==> src/rtl/der_pkg.sv <==
// ----------------------------------------------------------------------------
// der_pkg
// Shared types and constants of the dual ultrasonic echo ranger.
// ----------------------------------------------------------------------------
package der_pkg;

  typedef enum logic [1:0] {
    FN_TICK = 2'd0,
    FN_TRIG = 2'd1,
    FN_STOP = 2'd2
  } func_t;

  typedef enum logic [3:0] {
    ES_NEXT_OK = 4'b0001,
    ES_OK      = 4'b0010,
    ES_LOST    = 4'b0100,
    ES_LONG    = 4'b1000
  } echo_st_t;

  localparam logic [1:0] CODE_NEXT_OK = 2'd0;
  localparam logic [1:0] CODE_OK      = 2'd1;
  localparam logic [1:0] CODE_LOST    = 2'd2;
  localparam logic [1:0] CODE_LONG    = 2'd3;

  localparam logic [15:0] DIST_MAX_RST = 16'd1000;
  localparam logic [15:0] SEP_RST      = 16'd16;

  localparam logic [2:0] ADDR_DIST_MAX = 3'd0;
  localparam logic [2:0] ADDR_SEP      = 3'd4;

  // A fused value at or above this cap always saturates after smoothing.
  localparam int unsigned FUSE_CAP = 81920;
  // Reciprocal of five scaled by 2^22, rounded up.
  localparam logic [19:0] RECIP5 = 20'd838861;
  localparam int unsigned RECIP_SHIFT = 22;

  typedef struct packed {
    echo_st_t status;
    logic     trig;
  } sns_view_t;

  function automatic logic [1:0] status_code(echo_st_t st);
    logic [1:0] code;
    unique case (st)
      ES_NEXT_OK: code = CODE_NEXT_OK;
      ES_OK:      code = CODE_OK;
      ES_LOST:    code = CODE_LOST;
      ES_LONG:    code = CODE_LONG;
      default:    code = CODE_NEXT_OK;
    endcase
    return code;
  endfunction

endpackage

==> src/rtl/der_sensor.sv <==
// ----------------------------------------------------------------------------
// der_sensor
// One sensor channel: echo pulse timing, window check and trigger re-arm.
// ----------------------------------------------------------------------------
module der_sensor import der_pkg::*; #(
  parameter int CW = 16,
  parameter int DW = 16
) (
  input  logic          clk,
  input  logic          rst,
  input  logic          step,
  input  func_t         func,
  input  logic          echo,
  input  logic [15:0]   dist_max,
  output sns_view_t     view,
  output logic [DW-1:0] echo_dist_next
);

  logic          armed, armed_next;
  logic          timing, timing_next;
  logic [CW-1:0] count, count_next;
  logic [DW-1:0] echo_dist;
  echo_st_t      status, status_next;
  logic          trig, trig_next;
  logic          armed_chk;
  logic [DW-1:0] dmax;

  assign dmax = DW'(dist_max);

  always_comb begin
    armed_next     = armed;
    timing_next    = timing;
    count_next     = count;
    echo_dist_next = echo_dist;
    status_next    = status;
    trig_next      = trig;
    armed_chk      = (status == ES_LONG) ? 1'b0 : armed;
    unique case (func)
      FN_TICK: begin
        if (timing) begin
          if (!(&count)) begin
            count_next = count + 1'b1;
          end
          if (!echo) begin
            timing_next = 1'b0;
            if (status == ES_OK || status == ES_NEXT_OK) begin
              echo_dist_next = DW'(count_next);
            end
          end
        end else if (armed && echo) begin
          count_next  = '0;
          timing_next = 1'b1;
          armed_next  = 1'b0;
        end
      end
      FN_TRIG: begin
        if (timing) begin
          status_next    = ES_LONG;
          echo_dist_next = dmax;
        end else if (armed_chk) begin
          status_next    = ES_LOST;
          echo_dist_next = dmax;
        end else if (status == ES_LONG) begin
          status_next    = ES_NEXT_OK;
          echo_dist_next = dmax;
        end else begin
          status_next = ES_OK;
        end
        if (status_next != ES_LONG) begin
          trig_next  = 1'b1;
          armed_next = 1'b1;
        end else begin
          armed_next = 1'b0;
        end
      end
      FN_STOP: begin
        trig_next = 1'b0;
      end
      default: begin
      end
    endcase
  end

  always_ff @(posedge clk) begin
    if (rst) begin
      armed     <= 1'b0;
      timing    <= 1'b0;
      count     <= '0;
      echo_dist <= DW'(DIST_MAX_RST);
      status    <= ES_NEXT_OK;
      trig      <= 1'b0;
    end else if (step) begin
      armed     <= armed_next;
      timing    <= timing_next;
      count     <= count_next;
      echo_dist <= echo_dist_next;
      status    <= status_next;
      trig      <= trig_next;
    end
  end

  assign view.status = status_next;
  assign view.trig   = trig_next;

endmodule

==> src/rtl/der_fuse.sv <==
// ----------------------------------------------------------------------------
// der_fuse
// Fuses the two sensor distances and keeps the smoothed distance.
// ----------------------------------------------------------------------------
module der_fuse import der_pkg::*; #(
  parameter int DW = 16
) (
  input  logic          clk,
  input  logic          rst,
  input  logic          step,
  input  logic          do_trig,
  input  logic [15:0]   dist_max,
  input  logic [15:0]   sep_threshold,
  input  logic          left_ok,
  input  logic          right_ok,
  input  logic [DW-1:0] left_dist,
  input  logic [DW-1:0] right_dist,
  output logic [15:0]   smoothed_next
);

  localparam int FW = (DW > 17) ? DW : 17;

  logic [15:0]   smoothed;
  logic [DW-1:0] dmax;
  logic [DW-1:0] sep;
  logic [DW-1:0] diff;
  logic [DW-1:0] lo;
  logic [DW:0]   pair_sum;
  logic [DW-1:0] fused;
  logic [FW-1:0] fused_wide;
  logic [16:0]   fused_cap;
  logic [18:0]   blend;
  logic [38:0]   prod;
  logic [16:0]   quot;

  assign dmax     = DW'(dist_max);
  assign sep      = DW'(sep_threshold);
  assign diff     = (left_dist > right_dist) ? (left_dist - right_dist)
                                             : (right_dist - left_dist);
  assign lo       = (left_dist < right_dist) ? left_dist : right_dist;
  assign pair_sum = {1'b0, left_dist} + {1'b0, right_dist};

  always_comb begin
    if (!left_ok) begin
      fused = (right_dist > dmax) ? dmax : right_dist;
    end else if (!right_ok) begin
      fused = (left_dist > dmax) ? dmax : left_dist;
    end else if (left_dist >= dmax && right_dist >= dmax) begin
      fused = dmax;
    end else if (diff > sep) begin
      fused = lo;
    end else begin
      fused = pair_sum[DW:1];
    end
  end

  assign fused_wide = FW'(fused);
  assign fused_cap  = (fused_wide > FW'(FUSE_CAP)) ? 17'(FUSE_CAP) : fused_wide[16:0];
  assign blend      = {fused_cap, 2'b00} + 19'(smoothed);
  assign prod       = 39'(blend) * 39'(RECIP5);
  assign quot       = prod[RECIP_SHIFT+16:RECIP_SHIFT];

  always_comb begin
    if (do_trig) begin
      smoothed_next = quot[16] ? 16'hFFFF : quot[15:0];
    end else begin
      smoothed_next = smoothed;
    end
  end

  always_ff @(posedge clk) begin
    if (rst) begin
      smoothed <= DIST_MAX_RST;
    end else if (step) begin
      smoothed <= smoothed_next;
    end
  end

endmodule

==> src/rtl/dual_ultrasonic_echo_ranger.sv <==
// ----------------------------------------------------------------------------
// dual_ultrasonic_echo_ranger
// Times the echo pulses of two ultrasonic sensors, fuses and smooths the
// two distances, and drives both trigger pins.
// ----------------------------------------------------------------------------
//  Channel   Handshake                   Payload
//  item      item_valid / item_ready     func, echo_left, echo_right
//  result    result_valid / result_ready trig_left, trig_right, distance,
//                                        left_status, right_status
//  config    psel / penable / pready     pwrite, paddr, pwdata, prdata
//
// Each beat is captured in an input register, and its result is registered
// in the output register once that is free or read. One beat is taken every
// cycle while results are accepted. The state update and the divide-by-five
// multiply share a single stage. A stalled result holds the output register
// and the pending input register; input is refused only when both are full.
// Synchronous reset clears all state except the held beat and output data.
// ----------------------------------------------------------------------------
module dual_ultrasonic_echo_ranger import der_pkg::*; #(
  parameter int COUNT_WIDTH = 16
) (
  input  logic        clk,
  input  logic        rst,
  input  logic        item_valid,
  output logic        item_ready,
  input  logic [1:0]  func,
  input  logic        echo_left,
  input  logic        echo_right,
  output logic        result_valid,
  input  logic        result_ready,
  output logic        trig_left,
  output logic        trig_right,
  output logic [15:0] distance,
  output logic [1:0]  left_status,
  output logic [1:0]  right_status,
  input  logic        psel,
  input  logic        penable,
  input  logic        pwrite,
  input  logic [2:0]  paddr,
  input  logic [31:0] pwdata,
  output logic [31:0] prdata,
  output logic        pready
);

  localparam int DW = (COUNT_WIDTH > 16) ? COUNT_WIDTH : 16;

  logic          hold_valid;
  func_t         hold_func;
  logic          hold_el;
  logic          hold_er;
  logic          step;
  logic [15:0]   dist_max;
  logic [15:0]   sep_threshold;
  sns_view_t     left_view;
  sns_view_t     right_view;
  logic [DW-1:0] left_dist;
  logic [DW-1:0] right_dist;
  logic [15:0]   smoothed_next;

  assign pready = 1'b1;

  always_ff @(posedge clk) begin
    if (rst) begin
      dist_max      <= DIST_MAX_RST;
      sep_threshold <= SEP_RST;
    end else if (psel && penable && pwrite) begin
      unique case (paddr[2])
        ADDR_DIST_MAX[2]: dist_max      <= pwdata[15:0];
        ADDR_SEP[2]:      sep_threshold <= pwdata[15:0];
        default: begin
        end
      endcase
    end
  end

  always_comb begin
    unique case (paddr[2])
      ADDR_DIST_MAX[2]: prdata = 32'(dist_max);
      ADDR_SEP[2]:      prdata = 32'(sep_threshold);
      default:          prdata = '0;
    endcase
  end

  assign step       = hold_valid && (!result_valid || result_ready);
  assign item_ready = !hold_valid || step;

  always_ff @(posedge clk) begin
    if (rst) begin
      hold_valid <= 1'b0;
    end else if (item_ready) begin
      hold_valid <= item_valid;
    end
  end

  always_ff @(posedge clk) begin
    if (item_valid && item_ready) begin
      hold_func <= func_t'(func);
      hold_el   <= echo_left;
      hold_er   <= echo_right;
    end
  end

  der_sensor #(.CW(COUNT_WIDTH), .DW(DW)) u_left (
    .clk           (clk),
    .rst           (rst),
    .step          (step),
    .func          (hold_func),
    .echo          (hold_el),
    .dist_max      (dist_max),
    .view          (left_view),
    .echo_dist_next(left_dist)
  );

  der_sensor #(.CW(COUNT_WIDTH), .DW(DW)) u_right (
    .clk           (clk),
    .rst           (rst),
    .step          (step),
    .func          (hold_func),
    .echo          (hold_er),
    .dist_max      (dist_max),
    .view          (right_view),
    .echo_dist_next(right_dist)
  );

  der_fuse #(.DW(DW)) u_fuse (
    .clk          (clk),
    .rst          (rst),
    .step         (step),
    .do_trig      (hold_func == FN_TRIG),
    .dist_max     (dist_max),
    .sep_threshold(sep_threshold),
    .left_ok      (left_view.status == ES_OK),
    .right_ok     (right_view.status == ES_OK),
    .left_dist    (left_dist),
    .right_dist   (right_dist),
    .smoothed_next(smoothed_next)
  );

  always_ff @(posedge clk) begin
    if (rst) begin
      result_valid <= 1'b0;
    end else if (step) begin
      result_valid <= 1'b1;
    end else if (result_ready) begin
      result_valid <= 1'b0;
    end
  end

  always_ff @(posedge clk) begin
    if (step) begin
      trig_left    <= left_view.trig;
      trig_right   <= right_view.trig;
      distance     <= smoothed_next;
      left_status  <= status_code(left_view.status);
      right_status <= status_code(right_view.status);
    end
  end

  a_ready_when_empty: assert property (@(posedge clk) disable iff (rst)
    !result_valid |-> item_ready)
    else $error("item_ready low while the output register is empty");

  a_step_fills_output: assert property (@(posedge clk) disable iff (rst)
    step |=> result_valid)
    else $error("processed beat did not produce a result");

  a_stop_drops_trig: assert property (@(posedge clk) disable iff (rst)
    step && hold_func == FN_STOP |=> !trig_left && !trig_right)
    else $error("trigger pins still high after a stop beat");

  a_distance_kept: assert property (@(posedge clk) disable iff (rst)
    step && result_valid && hold_func != FN_TRIG |=> distance == $past(distance))
    else $error("distance changed on a beat that is not a trigger");

endmodule
==> config.mk <==
export PLATFORM = sky130hd
export DESIGN_NAME = dual_ultrasonic_echo_ranger
export DESIGN_NICKNAME = d
export VERILOG_FILES = /design/src/rtl/der_pkg.sv /design/src/rtl/der_sensor.sv /design/src/rtl/der_fuse.sv /design/src/rtl/dual_ultrasonic_echo_ranger.sv
export SDC_FILE = /design/constraint.sdc
export NUM_CORES = 1
export LEC_CHECK = 0
export BUFFER_PORTS_ARGS = -buffer_cell sky130_fd_sc_hd__buf_4
export CORE_ASPECT_RATIO = 1.4
export CORE_UTILIZATION = 30
export DETAILED_ROUTE_END_ITERATION = 12
export PLACE_DENSITY = 0.51
export SLEW_MARGIN = 30
export SYNTH_ARGS = -nofsm -noshare
export SYNTH_HDL_FRONTEND = slang
export SYNTH_HIERARCHICAL = 1
export SYNTH_SLANG_ARGS = --single-unit
==> constraint.sdc <==
create_clock -name clk -period 30.9 [get_ports clk]
set_input_delay 6.18 -clock clk [delete_from_list [all_inputs] [get_ports clk]]
set_output_delay 6.18 -clock clk [all_outputs]
set_load 0.03 [all_outputs]
=== Word-level counts from Yosys, hierarchy flattened ===
Index checks and enable logic that the tools add are counted.

* Register bits: 154
* Latch bits: 0
* Bits in writable memories: 0
* Bits in read-only memories: 0
* Bits of input ports: 46
* Logic and storage cells: 154
* Memories: 0

* Add/sub/neg operators: 6
* Multiply operators: 1
* Div/mod/pow operators: 0
* $lt $le $gt $ge: 8
* Equality and inequality tests: 20
* Shift-type cells: 0
* Mux-type cells: 66
* Bitwise logic cells: 1
* Reductions and logical operators: 27

{| class="wikitable"
|+ Operator list
! cell !! number
|-
| $mux W16 || 28
|-
| $gt A16 B16 Y1 || 4
|-
| $pmux W16 S2 || 2
|-
| $pmux W32 S2 || 1
|-
| $mul A19 B20 Y39 const B || 1
|-
| $add A16 B1 Y16 const B || 2
|-
| $ge A16 B16 Y1 || 2
|-
| $mux W4 || 8
|-
| $reduce_and A16 Y1 || 2
|-
| $sub A16 B16 Y16 || 2
|-
| $add A19 B16 Y19 || 1
|-
| $mux W1 || 18
|-
| $add A16 B16 Y17 || 1
|-
| $gt A16 B17 Y1 const B || 1
|-
| $mux W17 || 1
|-
| $eq A4 B2 Y1 const B || 4
|-
| $eq A4 B4 Y1 const B || 4
|-
| $lt A16 B16 Y1 || 1
|-
| $pmux W2 S3 || 2
|-
| $eq A4 B1 Y1 const B || 2
|-
| $eq A4 B3 Y1 const B || 2
|-
| $ne A4 B4 Y1 const B || 2
|-
| $pmux W1 S2 || 4
|-
| $reduce_and A4 Y1 || 2
|-
| other kinds (13) || 32
|}

=== Longest topological paths before layout ===
Gate-level depths: netlist of run 1.

* Depth after elaboration: 19
* Depth in mapped cells: 71
* Mapped depth without buffers: 66

=== Hierarchy ===
The synthesis of run 1 kept the hierarchy.

{| class="wikitable"
|+ Modules (own cells, without submodules)
! module !! times used !! cells each !! area an instance (um^2) !! sequential area each (um^2)
|-
| der_fuse || 1 || 1,389 || 11,055.6 || 320.3
|-
| der_sensor (u_left) || 1 || 400 || 3,070.4 || 780.7
|-
| der_sensor (u_right) || 1 || 378 || 2,832.7 || 780.7
|-
| dual_ultrasonic_echo_ranger || 1 || 216 || 2,652.5 || 1,461.4
|}

=== Least setup slack after synthesis of run 1 ===
Ideal clock, no wire load.

* Path type: register to register
* Start point: register hold_er
* End point: register u_fuse.smoothed[9]
* Setup time: 0.120 ns
* Data arrival time: 14.340 ns
* Data required time: 30.780 ns
* Setup slack: 16.440 ns
* Cell stages (with the launch flop): 66
* Buffers on the path: 4
* Clock period less this slack: 14.460 ns
* Path through: edfxtp_1 -> or4b_1 -> nor2_1 -> buf_2 -> nor2_1 -> o31ai_1 -> inv_1 -> fa_1 -> a21o_1 -> a21oi_1 -> o41ai_2 -> a21oi_2 -> o21ai_4 -> nand2_4 -> mux2_1 -> a22o_1 -> a311o_1 -> a311oi_1 -> [... 30 more ...] -> fa_1 -> inv_1 -> fa_1 -> inv_1 -> fa_1 -> inv_1 -> ha_1 -> a21o_1 -> a21oi_1 -> o21ai_0 -> or3_1 -> a211oi_2 -> nor3_1 -> or2_1 -> o311ai_1 -> buf_2 -> a31oi_1 -> or2_1

* Cells in the longest elaborated chain, start to end: 16
* Elaborated cells on any way between the ends: 25
* Those cells by class: add/sub: 4; mul: 1; order compare: 6; mux: 13; reduce/logical: 1

{| class="wikitable"
|+ RTL lines
! element !! RTL line !! RTL
|-
| from (decl) || dual_ultrasonic_echo_ranger.sv:50 || <nowiki>logic hold_er;</nowiki>
|-
| from (signal assigned) || dual_ultrasonic_echo_ranger.sv:99 || <nowiki>hold_er <= echo_right;</nowiki>
|-
| $mux W16 * || der_sensor.sv:44 || <nowiki>if (!echo) begin</nowiki>
|-
| $mux W16 * || der_sensor.sv:40 || <nowiki>if (timing) begin</nowiki>
|-
| $pmux W16 S2 * || der_sensor.sv:38 || <nowiki>unique case (func)</nowiki>
|-
| via right_dist[1] || dual_ultrasonic_echo_ranger.sv:57 || <nowiki>logic [DW-1:0] right_dist;</nowiki>
|-
| $sub A16 B16 Y16, or another cell as far along || der_fuse.sv:39 || <nowiki>: (right_dist - left_dist);</nowiki>
|-
| $mux W16 || der_fuse.sv:38 || <nowiki>assign diff = (left_dist > right_dist) ? (left_dist - right_dist)</nowiki>
|-
| $gt A16 B16 Y1 || der_fuse.sv:50 || <nowiki>end else if (diff > sep) begin</nowiki>
|-
| $mux W16 || der_fuse.sv:50 ||
|-
| $mux W16 || der_fuse.sv:48 || <nowiki>end else if (left_dist >= dmax && right_dist >= dmax) begin</nowiki>
|-
| $mux W16 || der_fuse.sv:46 || <nowiki>end else if (!right_ok) begin</nowiki>
|-
| $mux W16 * || der_fuse.sv:44 || <nowiki>if (!left_ok) begin</nowiki>
|-
| $gt A16 B17 Y1 || der_fuse.sv:58 || <nowiki>assign fused_cap = (fused_wide > FW'(FUSE_CAP)) ? 17'(FUSE_CAP) : fused_wide[16:0];</nowiki>
|-
| $mux W17 * || der_fuse.sv:58 ||
|-
| $add A19 B16 Y19 * || der_fuse.sv:59 || <nowiki>assign blend = {fused_cap, 2'b00} + 19'(smoothed);</nowiki>
|-
| $mul A19 B20 Y39 * || der_fuse.sv:60 || <nowiki>assign prod = 39'(blend) * 39'(RECIP5);</nowiki>
|-
| $mux W16 * || der_fuse.sv:65 || <nowiki>smoothed_next = quot[16] ? 16'hFFFF : quot[15:0];</nowiki>
|-
| $mux W16 * || der_fuse.sv:64 || <nowiki>if (do_trig) begin</nowiki>
|-
| to (signal assigned) || der_fuse.sv:75 || <nowiki>smoothed <= smoothed_next;</nowiki>
|-
| to (decl) || der_fuse.sv:23 || <nowiki>logic [15:0] smoothed;</nowiki>
|}

Mark *: on every way through the listed nets, which the timed path passes. The rest lies on a longest branch.
A chain may end at the register's enable or synchronous reset.

=== Worst setup path after layout of run 1 ===
* Start point: register u_right.count[0]
* End point: register distance[8], data pin

* Cells in the longest elaborated chain, start to end: 19
* Elaborated cells on any way between the ends: 29
* Those cells by class: add/sub: 5; mul: 1; order compare: 6; mux: 15; reduce/logical: 2

{| class="wikitable"
|+ RTL lines
! element !! RTL line !! RTL
|-
| from (decl) || der_sensor.sv:21 || <nowiki>logic [CW-1:0] count, count_next;</nowiki>
|-
| from (signal assigned) || der_sensor.sv:95 || <nowiki>count <= count_next;</nowiki>
|-
| $add A16 B1 Y16 or $reduce_and A16 Y1 (tied branches) || der_sensor.sv:42, der_sensor.sv:41 ||
|-
| $mux W16 * || der_sensor.sv:41 || <nowiki>if (!(&count)) begin</nowiki>
|-
| $mux W16 * || der_sensor.sv:46 || <nowiki>if (status == ES_OK || status == ES_NEXT_OK) begin</nowiki>
|-
| $mux W16 * || der_sensor.sv:44 ||
|-
| $mux W16 * || der_sensor.sv:40 ||
|-
| $pmux W16 S2 * || der_sensor.sv:38 ||
|-
| via right_dist[2] || dual_ultrasonic_echo_ranger.sv:57 ||
|-
| $sub A16 B16 Y16, or another cell as far along || der_fuse.sv:39 ||
|-
| [... 5 more ...] || n/a ||
|-
| $mux W16 * || der_fuse.sv:44 ||
|-
| $gt A16 B17 Y1 || der_fuse.sv:58 ||
|-
| $mux W17 * || der_fuse.sv:58 ||
|-
| $add A19 B16 Y19 * || der_fuse.sv:59 ||
|-
| $mul A19 B20 Y39 * || der_fuse.sv:60 ||
|-
| $mux W16 * || der_fuse.sv:65 ||
|-
| $mux W16 * || der_fuse.sv:64 ||
|-
| via smoothed_next[8] || dual_ultrasonic_echo_ranger.sv:58 || <nowiki>logic [15:0] smoothed_next;</nowiki>
|-
| to (signal assigned) || dual_ultrasonic_echo_ranger.sv:153 || <nowiki>distance <= smoothed_next;</nowiki>
|-
| to (decl) || dual_ultrasonic_echo_ranger.sv:33 || <nowiki>output logic [15:0] distance,</nowiki>
|}

Marks and branches as above.

==> impl_metrics.tcl, run 1 <==
set metrics [dict create \
    setup_tns_ps 0 \
    syn_area_sq_um 19600 \
    h-tree-depth 4 \
    rr_worst_depth 58 \
    slowest_stage "o21ai_0" \
    outcome "finished, final reports clean" \
    synth.distinct_cells 116 \
    cp-end-kind "flop" \
    cts_hold_buf 0 \
    tightest_slew_ps 921 \
    clk_latency_ps 470 \
    areaGrowthSynthToFinish_pct 9.33 \
    first_pass_iters 8 \
    nets 2797 \
    cts_buffers 17 \
    first_iter_violations 1083 \
    synthFlopType "dfxtp_1" \
    viasPerCell 5.36 \
    numClockSinks 154 \
    place_hpwl_mm 50.2 \
    hold_depth 2 \
    coreArea_sq_um 64400 \
    grt_pass1_vias 17400 \
    clock_skew_ps 14.8 \
    track_usage_pct 18.9 \
    clk_pin_slew_ps 70 \
    r2r-end "distance[8]" \
    min_period_ps 18250 \
    layout_commonest_cell "inv_1" \
    numPortBuffers 67 \
    fmax_ghz 0.0548 \
    rsz0062_at_grt "no" \
    async_flop_share_pct 0 \
    nFillCells 6798 \
    grt_overflow 0 \
    grt_antenna_before_repair 0 \
    required_ps 31130 \
    ys_ff_latch 154 \
    ff_latch_area_sq_um 3340 \
    maxCapViolations 0 \
    clockRootBuffer "clkbuf_16" \
    layout_common_cells "inv_1, ha_1, nor2_1" \
    routedWlPerCell_microns 19.3 \
    min_from "hold_valid" \
    num_vias 17400 \
    worstSetupPathType "flop to flop" \
    ys_seq_area_share_pct 17.0 \
    ys_warn_count 6 \
    ios 103 \
    synth_area_per_cell_sq_um 8.23 \
    cpMostUsedCell "a21oi_1" \
    ant_nets 0 \
    fin_crit_sh_pct 59.0 \
    start_util_pct 30.4 \
    chipWidth_microns 218 \
    max-clock-path-buffers 2 \
    grt_pass1_wl_mm 98.2 \
    num_rows 110 \
    postCtsSetupRepairBufs 0 \
    slew_violations 0 \
    critPathArrivalTime_ps 18470 \
    syn_inst 2383 \
    place.gp.congestion 0.911 \
    drive_gt1_share_pct 9.46 \
    dieArea_sq_um 66400 \
    drt-total-wl_mm 62.6 \
    setup_viol 0 \
    relSlewSlack_pct 38.5 \
    die_h_microns 305 \
    slowest_delay_ps 740 \
    cts_tree "done" \
    n_antenna_cell 0 \
    grt_max_degree 76 \
    critPathMaxFanout 30 \
    synth_edf_count 26 \
    cp-start-kind "flop" \
    min_to "result_valid" \
    cts_resized 0 \
    worstHoldPathType "flop to flop" \
    hold_violations 0 \
    ff2ff_setup_slack_ps 12650 \
    remaining_drc_errors 0 \
    rr_startpoint "u_right/count[0]" \
    multi_input_area_sq_um 14600 \
]
==> cells by family after synthesis <==
family | after synthesis | share of synthesized area [%]
mux | 100 | 5.39
simple gates | 676 | 17.7
fa+ha+maj | 354 | 26.5
buf+inv | 426 | 9.15
compound gates | 596 | 20.8
flops | 154 | 17.0
other cells | 2 | 0.0383
xor+xnor | 75 | 3.39
==> area by class of cell <==
type                    instances  area share (%)
clock buffers                  20            2.14
clock inverters                12           0.601
inverters                     307            5.37
multi-input cells            1818            67.9
flip-flops and latches        154            15.6
well taps                     840            4.90
repair buffers                 99            3.47
==> registers in the layout, summed over array words and instances, names as in the netlist, 2 cells and up <==
signal             cells
u_right/echo_dist     16
u_right/count         16
right_status           2
u_left/echo_dist      16
distance              16
hold_func              2
left_status            2
u_right/status         4
u_left/count          16
u_fuse/smoothed       16
dist_max              16
u_left/status          4
sep_threshold         16
==> synthesized netlist by cell type, drive strengths merged (16+ instances only) <==
cell type / instances / area [sq um]
buf: 63 / 420
mux2: 36 / 417
fa: 102 / 2040
o31ai: 21 / 158
a311oi: 19 / 191
xnor2: 51 / 447
o21bai: 16 / 120
dfxtp: 128 / 2560
nand2b: 57 / 357
a31oi: 45 / 297
a21o: 32 / 248
ha: 252 / 3150
nor3: 53 / 275
o21ai: 110 / 566
nor2b: 19 / 119
xor2: 24 / 218
clkbuf: 56 / 221
nor2: 201 / 764
nand3: 61 / 320
and3: 21 / 131
or3: 16 / 105
inv: 305 / 1140
nand4: 30 / 194
a211oi: 37 / 283
mux2i: 64 / 641
a21oi: 151 / 767
edfxtp: 26 / 781
o211ai: 23 / 178
nand2: 136 / 549
==> critical path, delay by kind of cell (launching register included) <==
kind                     cells  cell delay, ps
AND/OR/NAND/NOR             11            2860
adder cells (fa/ha/maj)     10            4380
multiplexers                 1             120
XOR/XNOR                     1             190
AO/OA/AOI/OAI               29            9340
buffers and inverters        6             580
flip-flops                   1             460
==> metal layers <==
| layer | routed length (microns) | track usage (%) | vias up |
|---|---|---|---|
| met3 | 1970 | 1.53 | 127 |
| met1 | 24900 | 21.1 | 8374 |
| met4 | 3040 | 9.84 | 0 |
| met5 | 0 | 0 | - |
| met2 | 32600 | 35.0 | 459 |
| li1 | - | - | 8447 |
==> through the flow <==
step | std cells | setup WS [ps] | area [sq um] | hold slack, ps | util [%]
after global routing | 3250 | 11560 | 21400 | 496 | 33.3
final | 3250 | 12650 | 21400 | 473 | 33.3
after floorplan | 2398 | 16440 | 19700 | 434 | -
after detailed placement | 3218 | 12740 | 20900 | 472 | 32.4
after global placement | 3218 | 12770 | 20800 | 447 | 32.4
after CTS | 3250 | 12600 | 21400 | 480 | 33.3
==> how the worst max path moves through the flow <==
stage,cells past startpoint,end,slack (ps),from
6_report,58,distance[8],12650,u_right/count[0]
5_1_grt,60,distance[12],11560,u_right/count[0]
4_1_cts,59,distance[8],12600,u_right/count[0]
3_5_place_dp,59,distance[8],12740,u_right/count[0]
3_3_place_gp,62,distance[12],12770,u_right/timing
2_1_floorplan,65,u_fuse/smoothed[9],16440,hold_er
Power of run 1 is not shown: default switching activity piles up to over one toggle a cycle in this logic, so the estimate is an artifact.
==> run 2, diff against run 1 <==
clock period = 18.4 ns   (was 30.9 ns; I/O delays follow)
==> run 2 against run 1 <==
Clock skew increased by 3.5 ps. Register-to-register slack got worse by 12000 ps. Clock-buffer cell count decreased by 3. Final cell count increased by 0.52%. Critical endpoint is now distance[0]. First-iteration DRC count decreased by 2.6%. Global-route usage decreased by 0.11 points. Via count about the same. Critical path depth increased by 1. Design area increased by 0.72%. Hold slack about the same. Sequential cell count unchanged. Highest routed layer unchanged. Core utilization increased by 0.24 points.
==> impl_metrics.tcl, run 2 (synthesis results as in run 1) <==
set metrics [dict create \
    outcome "finished, final reports clean" \
    grt_pass1_wl_mm 97.9 \
    grt_overflow 0 \
    setup_viol 0 \
    slew_violations 0 \
    required_ps 18710 \
    numPortBuffers 67 \
    clock_skew_ps 18.3 \
    cts_hold_buf 0 \
    grt_max_degree 83 \
    drive_gt1_share_pct 10.1 \
    grt_antenna_before_repair 0 \
    cp-endpoint "distance[0]" \
    cp-startpoint "u_right/count[0]" \
    max-clock-path-buffers 2 \
    fin_crit_sh_pct 93.9 \
    areaGrowthSynthToFinish_pct 10.1 \
    nets 2814 \
    fin_area_sq_um 21600 \
    worstSetupPathType "flop to flop" \
    layout_common_cells "inv_1, ha_1, nor2_1" \
    fmax_ghz 0.0579 \
    layout_commonest_cell "inv_1" \
    cp-start-kind "flop" \
    hold_violations 0 \
    setup_tns_ps 0 \
    rsz0062_at_grt "no" \
    cpMostUsedCell "ha_1" \
    first_pass_iters 8 \
    start_util_pct 30.4 \
    r2r-end "distance[0]" \
    place_area_sq_um 21000 \
    num_vias 17400 \
    place_hpwl_mm 50.0 \
    rr_startpoint "u_right/count[0]" \
    ff2ff_setup_slack_ps 1120 \
    chipWidth_microns 218 \
    slowest_stage "ha_1" \
    clockRootBuffer "clkbuf_16" \
    first_iter_violations 1055 \
    clk_latency_ps 470 \
    grt_pass1_vias 17300 \
    coreArea_sq_um 64400 \
    routedWlPerCell_microns 19.1 \
    remaining_drc_errors 0 \
    rr_worst_depth 59 \
    worstHoldPathType "flop to flop" \
    h-tree-depth 4 \
    critPathArrivalTime_ps 17590 \
    cp-end-kind "flop" \
    maxCapViolations 0 \
    cts_resized 0 \
    tightest_slew_ps 973 \
    slowest_delay_ps 680 \
    cts_buffers 17 \
    dieArea_sq_um 66400 \
    place.gp.congestion 0.925 \
    postCtsSetupRepairBufs 0 \
    clk_pin_slew_ps 80 \
    relSlewSlack_pct 35.1 \
    drt-total-wl_mm 62.4 \
    ant_nets 0 \
    viasPerCell 5.33 \
    ios 103 \
    die_h_microns 305 \
    critPathMaxFanout 19 \
    cts_tree "done" \
    track_usage_pct 18.8 \
    num_rows 110 \
    n_antenna_cell 0 \
    numClockSinks 154 \
    min_period_ps 17280 \
]
-- run 2: how the worst min path moves through the flow --
stage	from	end	slack, ps	depth (start not counted)
after detailed placement	hold_valid	result_valid	470	2
final	hold_valid	result_valid	470	2
after CTS	hold_valid	result_valid	480	2
after global routing	sep_threshold[3]	sep_threshold[3]	520	2
after floorplan	hold_valid	result_valid	430	2
after global placement	hold_valid	result_valid	440	2
-- run 2: final cells by class --
cell class / instances / area, sq um
tap: 840 / 1050
inverter: 307 / 1150
multi-input combinational: 1818 / 14600
timing repair buffer: 116 / 883
fill: 6822 / 42800
clock buffer: 17 / 425
clock inverter: 15 / 178
sequential: 154 / 3340
-- run 2: stage by stage --
step	instances	setup WS [ps]	hold slack, ps	utilization (%)
finish	3267	1120	474	33.5
CTS	3267	1120	475	33.5
detailed placement	3235	1260	467	32.6
floorplan	2398	3940	434	-
global route	3267	221	522	33.5
global placement	3235	1350	445	32.6
-- run 2: metal layers --
layer | wire length (microns) | GRT usage (%)
met5 | 0 | 0
met4 | 2480 | 8.08
met3 | 2030 | 1.32
met2 | 32700 | 34.9
met1 | 25300 | 21.8
-- run 2: critical path, delay by kind of cell, from the launching register on --
family	cells	cell delay, ps
adders and majority gates	11	4860
DFF	1	470
buffers and inverters	5	400
AOI/OAI and AO/OA	24	5700
xor gates and xnor gates	1	460
muxes	2	800
and+or+nand+nor	16	4440
Power of run 2 is left out for the same reason.
==> run 3, diff against run 2 <==
CORE_ASPECT_RATIO = 1.2   (was 1.4)
==> run 3 against run 2 <==
Register-to-register slack improved by 80 ps. Global-route usage decreased by 0.39 points. Sequential share of layout area is 0.057 points higher. First-iteration DRC count fell by 9.0%. Via count increased by 0.16%. Routed wire length decreased by 1.7%. Final cell count shrank 0.40%. Design area is 0.37% lower. Hold slack gained 4.7 ps. Clock-buffer cell count up 2. Core utilization fell by 0.21 points. Die area barely moved. Critical path type unchanged. Critical endpoint is now distance[12]. Highest routed layer unchanged.
==> impl_metrics.tcl, run 3 (synthesis results as in run 1) <==
set metrics [dict create \
    first_pass_iters 5 \
    remaining_drc_errors 0 \
    ios 103 \
    cp-startpoint "hold_func[1]" \
    start_util_pct 30.4 \
    layout_commonest_cell "inv_1" \
    slowest_stage "ha_1" \
    clockRootBuffer "clkbuf_16" \
    rsz0062_at_grt "no" \
    cp-end-kind "flop" \
    cpMostUsedCell "ha_1" \
    grt_pass1_wl_mm 96.3 \
    multi_input_area_sq_um 14600 \
    drive_gt1_share_pct 10.0 \
    critPathArrivalTime_ps 17470 \
    required_ps 18670 \
    die_h_microns 282 \
    ff_latch_area_sq_um 3340 \
    grt_max_degree 60 \
    areaGrowthSynthToFinish_pct 9.71 \
    worstHoldPathType "flop to flop" \
    numPortBuffers 67 \
    min_period_ps 17200 \
    h-tree-depth 4 \
    clock_skew_ps 21.2 \
    nets 2808 \
    rr_startpoint "hold_func[1]" \
    fmax_ghz 0.0581 \
    num_rows 102 \
    clk_latency_ps 470 \
    critPathTopFamily "compound AO/OA/AOI/OAI gates" \
    place_hpwl_mm 48.7 \
    grt_overflow 0 \
    first_iter_violations 960 \
    layout_common_cells "inv_1, ha_1, nor2_1" \
    clk_pin_slew_ps 80 \
    num_vias 17400 \
    maxCapViolations 0 \
    coreArea_sq_um 64600 \
    numClockSinks 154 \
    critPathMaxFanout 22 \
    setup_viol 0 \
    cts_tree "done" \
    drt-total-wl_mm 61.4 \
    outcome "finished, final reports clean" \
    slowest_delay_ps 730 \
    setup_tns_ps 0 \
    slew_violations 0 \
    tightest_slew_ps 962 \
    hold_violations 0 \
    routedWlPerCell_microns 18.9 \
    min_from "hold_valid" \
    critPathBufInv 7 \
    ant_nets 0 \
    max-clock-path-buffers 2 \
    track_usage_pct 18.4 \
    chipWidth_microns 235 \
    cts_hold_buf 0 \
    cts_buffers 17 \
    viasPerCell 5.36 \
    fin_crit_sh_pct 93.5 \
    place.gp.congestion 0.921 \
    grt_antenna_before_repair 0 \
    worstSetupPathType "flop to flop" \
    relSlewSlack_pct 35.9 \
    cp-start-kind "flop" \
    dieArea_sq_um 66400 \
    grt_pass1_vias 17200 \
    nFillCells 6787 \
]
-- run 3: cell types whose count changed in the layout (fill, tap and decap cells not counted), sizes merged --
cell	before	now
clkbuf	17	19
bufinv	1	0
buf	116	110
inv	314	313
diode	0	1
-- run 3: timing repair --
item	in CTS	in global routing
setup buffers	0	0
endpoints found under the setup margin	0	23
resized for setup	0	3
-- run 3: routing by layer --
metal | global-route usage, % | wire length [microns] | up-vias
met1 | 22.4 | 26600 | 8399
met3 | 1.87 | 2200 | 85
met5 | 0 | 0 | -
li1 | - | - | 8464
met2 | 33.2 | 30500 | 480
met4 | 7.16 | 2070 | 0
-- run 3: worst reg2reg max path, delay by kind of cell (launching register included) --
family | cells | cell delay, ps
buffers and inverters | 7 | 1140
flip-flops | 1 | 430
AO/OA/AOI/OAI | 24 | 6620
adder cells (fa/ha/maj) | 11 | 4670
multiplexers | 1 | 370
XOR/XNOR | 2 | 640
AND/OR/NAND/NOR | 14 | 3170
-- run 3: layout make-up --
type	instances	area share, %
tap	832	4.84
clock buffer	19	2.11
clock inverter	13	0.576
timing repair buffer	110	3.84
inverter	307	5.36
antenna	1	0.0116
sequential	154	15.5
multi-input combinational	1818	67.7
-- run 3: metrics by stage --
step           instances  hold WS [ps]  util [%]  instance area (sq um)  setup WS, ps
6_report            3254           478      33.3                  21500          1200
5_1_grt             3253           520      33.3                  21500          24.7
4_1_cts             3253           482      33.3                  21500           880
3_5_place_dp        3221           470      32.4                  20900           990
3_3_place_gp        3221           447      32.4                  20900          1200
2_1_floorplan       2398           434         -                  19700          3940
-- run 3: worst paths after layout --
kind | end | slack [ps] | depth (start not counted)
setup reg to reg | distance[12] | 1200 | 59
hold / removal | result_valid | 480 | 2
hold reg to reg | result_valid | 480 | 2
setup / recovery | distance[12] | 1200 | 59
Power of run 3 is left out for the same reason.
